`config.mk`:
```
export PLATFORM = sky130hd
export DESIGN_NAME = rsmm_scan
export DESIGN_NICKNAME = d
export VERILOG_FILES = /design/src/hw/rtl/rsmm_pkg.sv /design/src/hw/rtl/rsmm_scan.sv
export SDC_FILE = /design/constraint.sdc
export NUM_CORES = 1
export LEC_CHECK = 0
export ABC_AREA = 0
export BUFFER_PORTS_ARGS = -buffer_cell sky130_fd_sc_hd__buf_2
export CAP_MARGIN = 20
export CORE_MARGIN = 2
export CORE_UTILIZATION = 48
export CTS_CLUSTER_SIZE = 16
export DETAILED_ROUTE_END_ITERATION = 12
export PLACE_DENSITY = 0.88
export SYNTH_ARGS = -nofsm -noshare
export SYNTH_HDL_FRONTEND = slang
export SYNTH_SLANG_ARGS = --single-unit
```
`constraint.sdc`:
```
create_clock -name i_clk -period 2.9 [get_ports i_clk]
set_input_delay 0.145 -clock i_clk [delete_from_list [all_inputs] [get_ports i_clk]]
set_output_delay 0.145 -clock i_clk [all_outputs]
set_load 0.01 [all_outputs]
```
`src/hw/rtl/rsmm_pkg.sv`:
```
`timescale 1ns / 1ps
`default_nettype none

package rsmm_pkg;

    localparam int DATA_W    = 32;
    localparam int CFG_W     = 6;
    localparam int CFG_IDX_W = 1;

    typedef logic signed [DATA_W-1:0] t_data;
    typedef logic [CFG_W-1:0]         t_cfg;
    typedef logic [CFG_IDX_W-1:0]     t_cfg_idx;

    // configuration register indexes
    localparam t_cfg_idx REG_ROWS = 1'b0;
    localparam t_cfg_idx REG_COLS = 1'b1;

    localparam t_data DATA_MAX = 32'sh7fff_ffff;
    localparam t_data DATA_MIN = 32'sh8000_0000;

endpackage

`default_nettype wire

```
`src/hw/rtl/rsmm_scan.sv`:
```
`timescale 1ns / 1ps
`default_nettype none

// one pass over the stored elements, one read a cycle, counting those at most the probe
module rsmm_scan #(
    parameter int DEPTH = 1024,
    parameter int AW    = (DEPTH > 1) ? $clog2(DEPTH) : 1,
    parameter int CNT_W = $clog2(DEPTH + 1)
) (
    input  wire logic               i_clk,
    input  wire logic               i_rst_n,
    input  wire logic               i_start,
    input  wire rsmm_pkg::t_data    i_probe,
    input  wire logic [CNT_W-1:0]   i_total,
    input  wire rsmm_pkg::t_data    i_rdata,
    output logic                    o_re,
    output logic      [AW-1:0]      o_raddr,
    output logic                    o_done,
    output logic      [CNT_W-1:0]   o_count
);

    import rsmm_pkg::*;

    logic             r_busy;
    logic             r_vld;
    logic             r_last;
    logic             r_done;
    logic [CNT_W-1:0] r_addr;
    logic [CNT_W-1:0] r_count;
    logic             at_end;
    logic             hit;

    assign at_end = (r_addr == i_total - 1'b1);
    assign hit    = (i_rdata <= i_probe);

    always_ff @(posedge i_clk) begin
        if (!i_rst_n) begin
            r_busy <= 1'b0;
            r_vld  <= 1'b0;
            r_last <= 1'b0;
            r_done <= 1'b0;
        end else begin
            r_vld  <= r_busy;
            r_last <= r_busy && at_end;
            r_done <= r_vld && r_last;
            if (i_start) begin
                r_busy <= 1'b1;
            end else if (r_busy && at_end) begin
                r_busy <= 1'b0;
            end
        end
    end

    always_ff @(posedge i_clk) begin
        if (i_start) begin
            r_addr  <= '0;
            r_count <= '0;
        end else begin
            if (r_busy) begin
                r_addr <= r_addr + 1'b1;
            end
            if (r_vld && hit) begin
                r_count <= r_count + 1'b1;
            end
        end
    end

    assign o_re    = r_busy;
    assign o_raddr = r_addr[AW-1:0];
    assign o_done  = r_done;
    assign o_count = r_count;

endmodule

`default_nettype wire

```
== Yosys cells after proc, flatten, opt, wreduce, memory -nomap -nowiden ==
Index checks and enable logic that the tools add are counted.

* Bits in registers: 26
* Bits of input ports: 78
* Output and inout bits: 23
* Logic and storage cells: 17

* $add $sub $neg: 3
* Order comparisons: 1
* Equal/unequal tests: 1
* Mux-type cells: 2
* Reductions and logical operators: 4

{| class="wikitable"
|+ Operators by type and width
! operator !! count
|-
| $le A32 B32 Y1 || 1
|-
| $add A11 B1 Y11 const B || 2
|-
| $eq A11 B11 Y1 || 1
|-
| $sub A11 B1 Y11 const B || 1
|-
| $logic_and A1 B1 Y1 || 3
|-
| $mux W1 || 2
|-
| $reduce_bool A2 Y1 || 1
|}

== Depth between registers and ports, before layout ==
* Depth after elaboration: 5
* Gate-level depth with buffers: 11
* Mapped depth without buffers: 10

== Worst setup path after synthesis ==
No wires, ideal clock.

* Path kind: input -> register
* Start point: input port i_probe[29]
* End point: register r_count[10], in the netlist o_count[10]
* Library setup time: 0.123 ns
* Arrival time: 2.207 ns
* Data required time: 2.777 ns
* Setup slack: 0.570 ns
* Stages on the path: 10
* Buffers on the path: 0
* Path through: inv_1 ha_1 a21o_1 a21o_1 a221oi_2 o21ai_2 nor4_4 nor2_2 nor4b_1 mux2_1

* Cells in the longest elaborated chain, start to end: 2

{| class="wikitable"
|+ Ends and longest elaborated chain
! element !! line !! text
|-
| start: declaration || rsmm_scan.sv:13 || <nowiki>input wire rsmm_pkg::t_data i_probe,</nowiki>
|-
| $le A32 B32 Y1 || rsmm_scan.sv:34 || <nowiki>assign hit = (i_rdata <= i_probe);</nowiki>
|-
| $logic_and A1 B1 Y1 || rsmm_scan.sv:62 || <nowiki>if (r_vld && hit) begin</nowiki>
|-
| end signal: assignment || rsmm_scan.sv:63 || <nowiki>r_count <= r_count + 1'b1;</nowiki>
|-
| end: declaration || rsmm_scan.sv:29 || <nowiki>logic [CNT_W-1:0] r_count;</nowiki>
|}

Every way passes these cells.
A chain may end at the register's enable or synchronous reset.

== Worst setup path in the final report ==
* Start point: input port i_probe[31]
* End point: register r_count[8], in the netlist o_count[8]

The elaborated chain is that of the path after synthesis.

==> summary.txt <==
Min path
  – WHS Endpoint: o_re$_SDFFE_PN0P_
  – Hold Crit Start: i_rst_n
  – Hold-critical path depth: 2
  – Hold crit path type: primary input to flop

Cells and area
  – Layout area overhead: 23.2%
  – Share of post-route cells with drive strength above 1: 29.5%
  – Register area: 520 µm²
  – Diode count: 0
  – Final nets: 494
  – # fillers: 421
  – Combined area of the multi-input logic cells: 1560 µm²

CTS
  – Worst-Skew Late Latency: 0.27 ns
  – CTS tree: yes
  – Reg clk slew, reported paths: 0.09 ns
  – Htree depth: 1
  – Post-CTS Hold Fix Bufs: 0
  – Clk sinks: 26
  – Clock root cell: clkbuf_8
  – Post-CTS Setup Inserts: 0
  – Clock Tree Buf Depth: 2
  – Post_cts resized: 0
  – Number of CTS-inserted buffers: 3

Drt
  – Final wirelength: 5250 µm
  – DR pass1 iterations: 4
  – Routed wire length per instance: 12.1 µm
  – Vias per inst: 5.30
  – Number of DRC markers in iteration 0: 135
  – DRC viols: 0
  – Via count: 2301
  – Final ANT Viol Nets: 0

Pwr
  – LEAKAGE: 1.51 nW
  – P_int: 654 µW
  – Gate power share: 24.0%
  – Power density cells: 310 nW/µm²
  – Psw: 232 µW
  – Sw frac: 26.2%
  – Sequential share of power: 41.9%
  – VDD IR max: 0.190 mV
  – Clock share of power: 34.2%
  – Power, Total: 887 µW

Logic synthesis
  – Number of enable flip-flop cells after synthesis: 0
  – Post-synth top area cell: dfxtp_1
  – Mean area per synthesized cell: 7.97 µm²
  – Top FF cell, synth: dfxtp_1
  – Cells after Synth: 291
  – Ys Warns: 0
  – Synth cell types: 49
  – Dominant cell by count in the synthesized netlist: inv_1
  – Top post-synthesis cells by area: dfxtp_1 (22%), ha_1 (19%), inv_1 (6.1%)
  – FF+latch count, synth: 26
  – Seq/Total Area, Yosys: 22.4%
  – Post-Syn Nets: 404
  – Synth Cell Area: 2320 µm²
  – Ys async rst share: 0%
  – Share of the synthesized area in the top cell type: 22.4%
  – Post-synth top cells: inv_1 (38), ha_1 (35), dfxtp_1 (26)

Critical path
  – Crit Path Class: primary input to flop
  – Reg2reg setup slack: 0.65 ns
  – Crit Reg-Reg Startpoint: r_addr[4]$_SDFFE_PP0P_
  – Slowest cell on crit path: nor4_1
  – Worst setup path start: i_probe[31]
  – Critical Path Source Type: primary input
  – Critical path data required time: 3.07 ns
  – FF-to-FF path depth: 7
  – Worst R2R End: o_re$_SDFFE_PN0P_
  – Crit path max fanout: 15
  – Critical Path AT: 2.48 ns
  – Crit path cell chain: buf_2 > inv_1 > ha_1 > nand4_1 > nor4_1 > nor3b_2 > nor4_4 > nor2_2 > nor3_1 > mux2_1
  – Slowest stage delay, CP: 0.43 ns
  – Nature of the critical path endpoint: flop

STA
  – RSZ-0062 raised after global routing: no
  – Worst Max-Slew Pin Slew: 0.521 ns
  – # setup viols final: 0
  – Clk_skew: 0.00600 ns
  – Max Transition Viols Final: 0
  – Final hold viol count: 0
  – Max Clock Freq: 0.432 GHz
  – Fin crit period: 2.31 ns
  – Final hold slack: 0.128 ns
  – Fin crit share: 79.8%
  – Slew headroom: 65.2%
  – Setup TNS: 0 ns

Flow run
  – Max Cap Viol: 0

Floorplan
  – Die Span Y: 73.5 µm
  – Cell Rows: 25
  – Die area: 5410 µm²
  – IO Pins: 101
  – Initial Util: 49.4%
  – Core area: 4690 µm²
  – Die width: 73.5 µm

Global route
  – GRT Overall Usage: 20.4%
  – First-pass GRT wire length: 8960 µm
  – Vias in the first global route: 2266
  – Maximum number of pins on one net before global-route repair: 28
  – Initial antenna violation count: 0
  – Overflow after GRT: 0

Placement
  – Dpl hpwl: 4420 µm
  – Final Wtd Congestion: 0.802
  – Port Buffer Count: 100

Outcome
  – Status: completed
-- worst max-delay path, delay by kind of cell --
family | cells | cell delay [ns]
adder cells (fa/ha/maj) | 1 | 0.33
buffers and inverters | 2 | 0.10
multiplexers | 1 | 0.34
AND/OR/NAND/NOR | 6 | 1.55
-- through the flow --
stage	cell area, µm²	utilization [%]	setup WS (ns)	instances
CTS	2860	60.9	0.579	434
finish	2860	60.9	0.586	434
floorplan	2320	-	0.570	291
global placement	2790	59.4	0.325	430
detailed placement	2790	59.4	0.275	430
global route	2860	60.9	0.345	434
-- power groups by stage --
stage	clock, mW	combinational, mW	sequential [mW]
2_1_floorplan	0	0.132	0.377
3_3_place_gp	0	0.203	0.380
3_5_place_dp	0	0.212	0.380
4_1_cts	0.309	0.213	0.372
5_1_grt	0.326	0.244	0.373
6_report	0.303	0.212	0.372
-- cells by family after synthesis --
kind of cell | Yosys count | synth area share [%]
and+or+nand+nor | 101 | 23.9
buffers and inverters | 53 | 10.5
AOI/OAI and AO/OA | 50 | 14.0
adders and majority gates | 35 | 18.9
DFF | 26 | 22.4
xor gates and xnor gates | 21 | 7.93
muxes | 5 | 2.32
-- layout by cell type, fill, tap and decap left out, types with 3 or more instances in the layout --
cell	instances
nand2_1	20
or4_1	5
nor2b_1	9
a21oi_1	20
o31ai_1	3
nor3_1	6
or3_1	5
o21ai_0	7
nand3_1	9
xnor2_1	8
inv_1	38
ha_1	35
dfxtp_1	26
xor2_1	13
buf_2	100
a21o_1	4
nor2_1	20
clkbuf_8	3
and3_1	4
nand4_1	10
mux2_1	3
-- how the worst max path moves through the flow --
| stage | to | slack, ns | depth (start not counted) |
|---|---|---|---|
| 2_1_floorplan | o_count[10]$_SDFFE_PP0P_ | 0.57 | 10 |
| 3_3_place_gp | o_count[10]$_SDFFE_PP0P_ | 0.32 | 11 |
| 3_5_place_dp | o_count[8]$_SDFFE_PP0P_ | 0.27 | 10 |
| 4_1_cts | o_count[8]$_SDFFE_PP0P_ | 0.58 | 10 |
| 5_1_grt | o_count[9]$_SDFFE_PP0P_ | 0.35 | 10 |
| 6_report | o_count[8]$_SDFFE_PP0P_ | 0.59 | 10 |
-- sequential cells by signal (all words and copies together), names as in the netlist --
signal   flops
o_done       1
r_vld        1
r_addr      11
o_count     11
o_re         1
r_last       1
-- routing by layer --
layer	vias up	GRT usage, %	share of wire, %
met3	20	2.19	5.0
met4	0	8.69	3.2
li1	1186	-	-
met2	75	39.6	50
met1	1020	21.8	41
met5	-	0	0
-- layout make-up --
class                           count  share of cell area, %
Clock buffer                        3                   1.44
Clock inverter                      1                   1.05
Inverter                           38                   4.99
Multi-Input combinational cell    212                   54.4
Sequential cell                    26                   18.2
Tap cell                           54                   2.36
Timing Repair Buffer              100                   17.5
No activity file was read; power rests on OpenSTA's default activity.
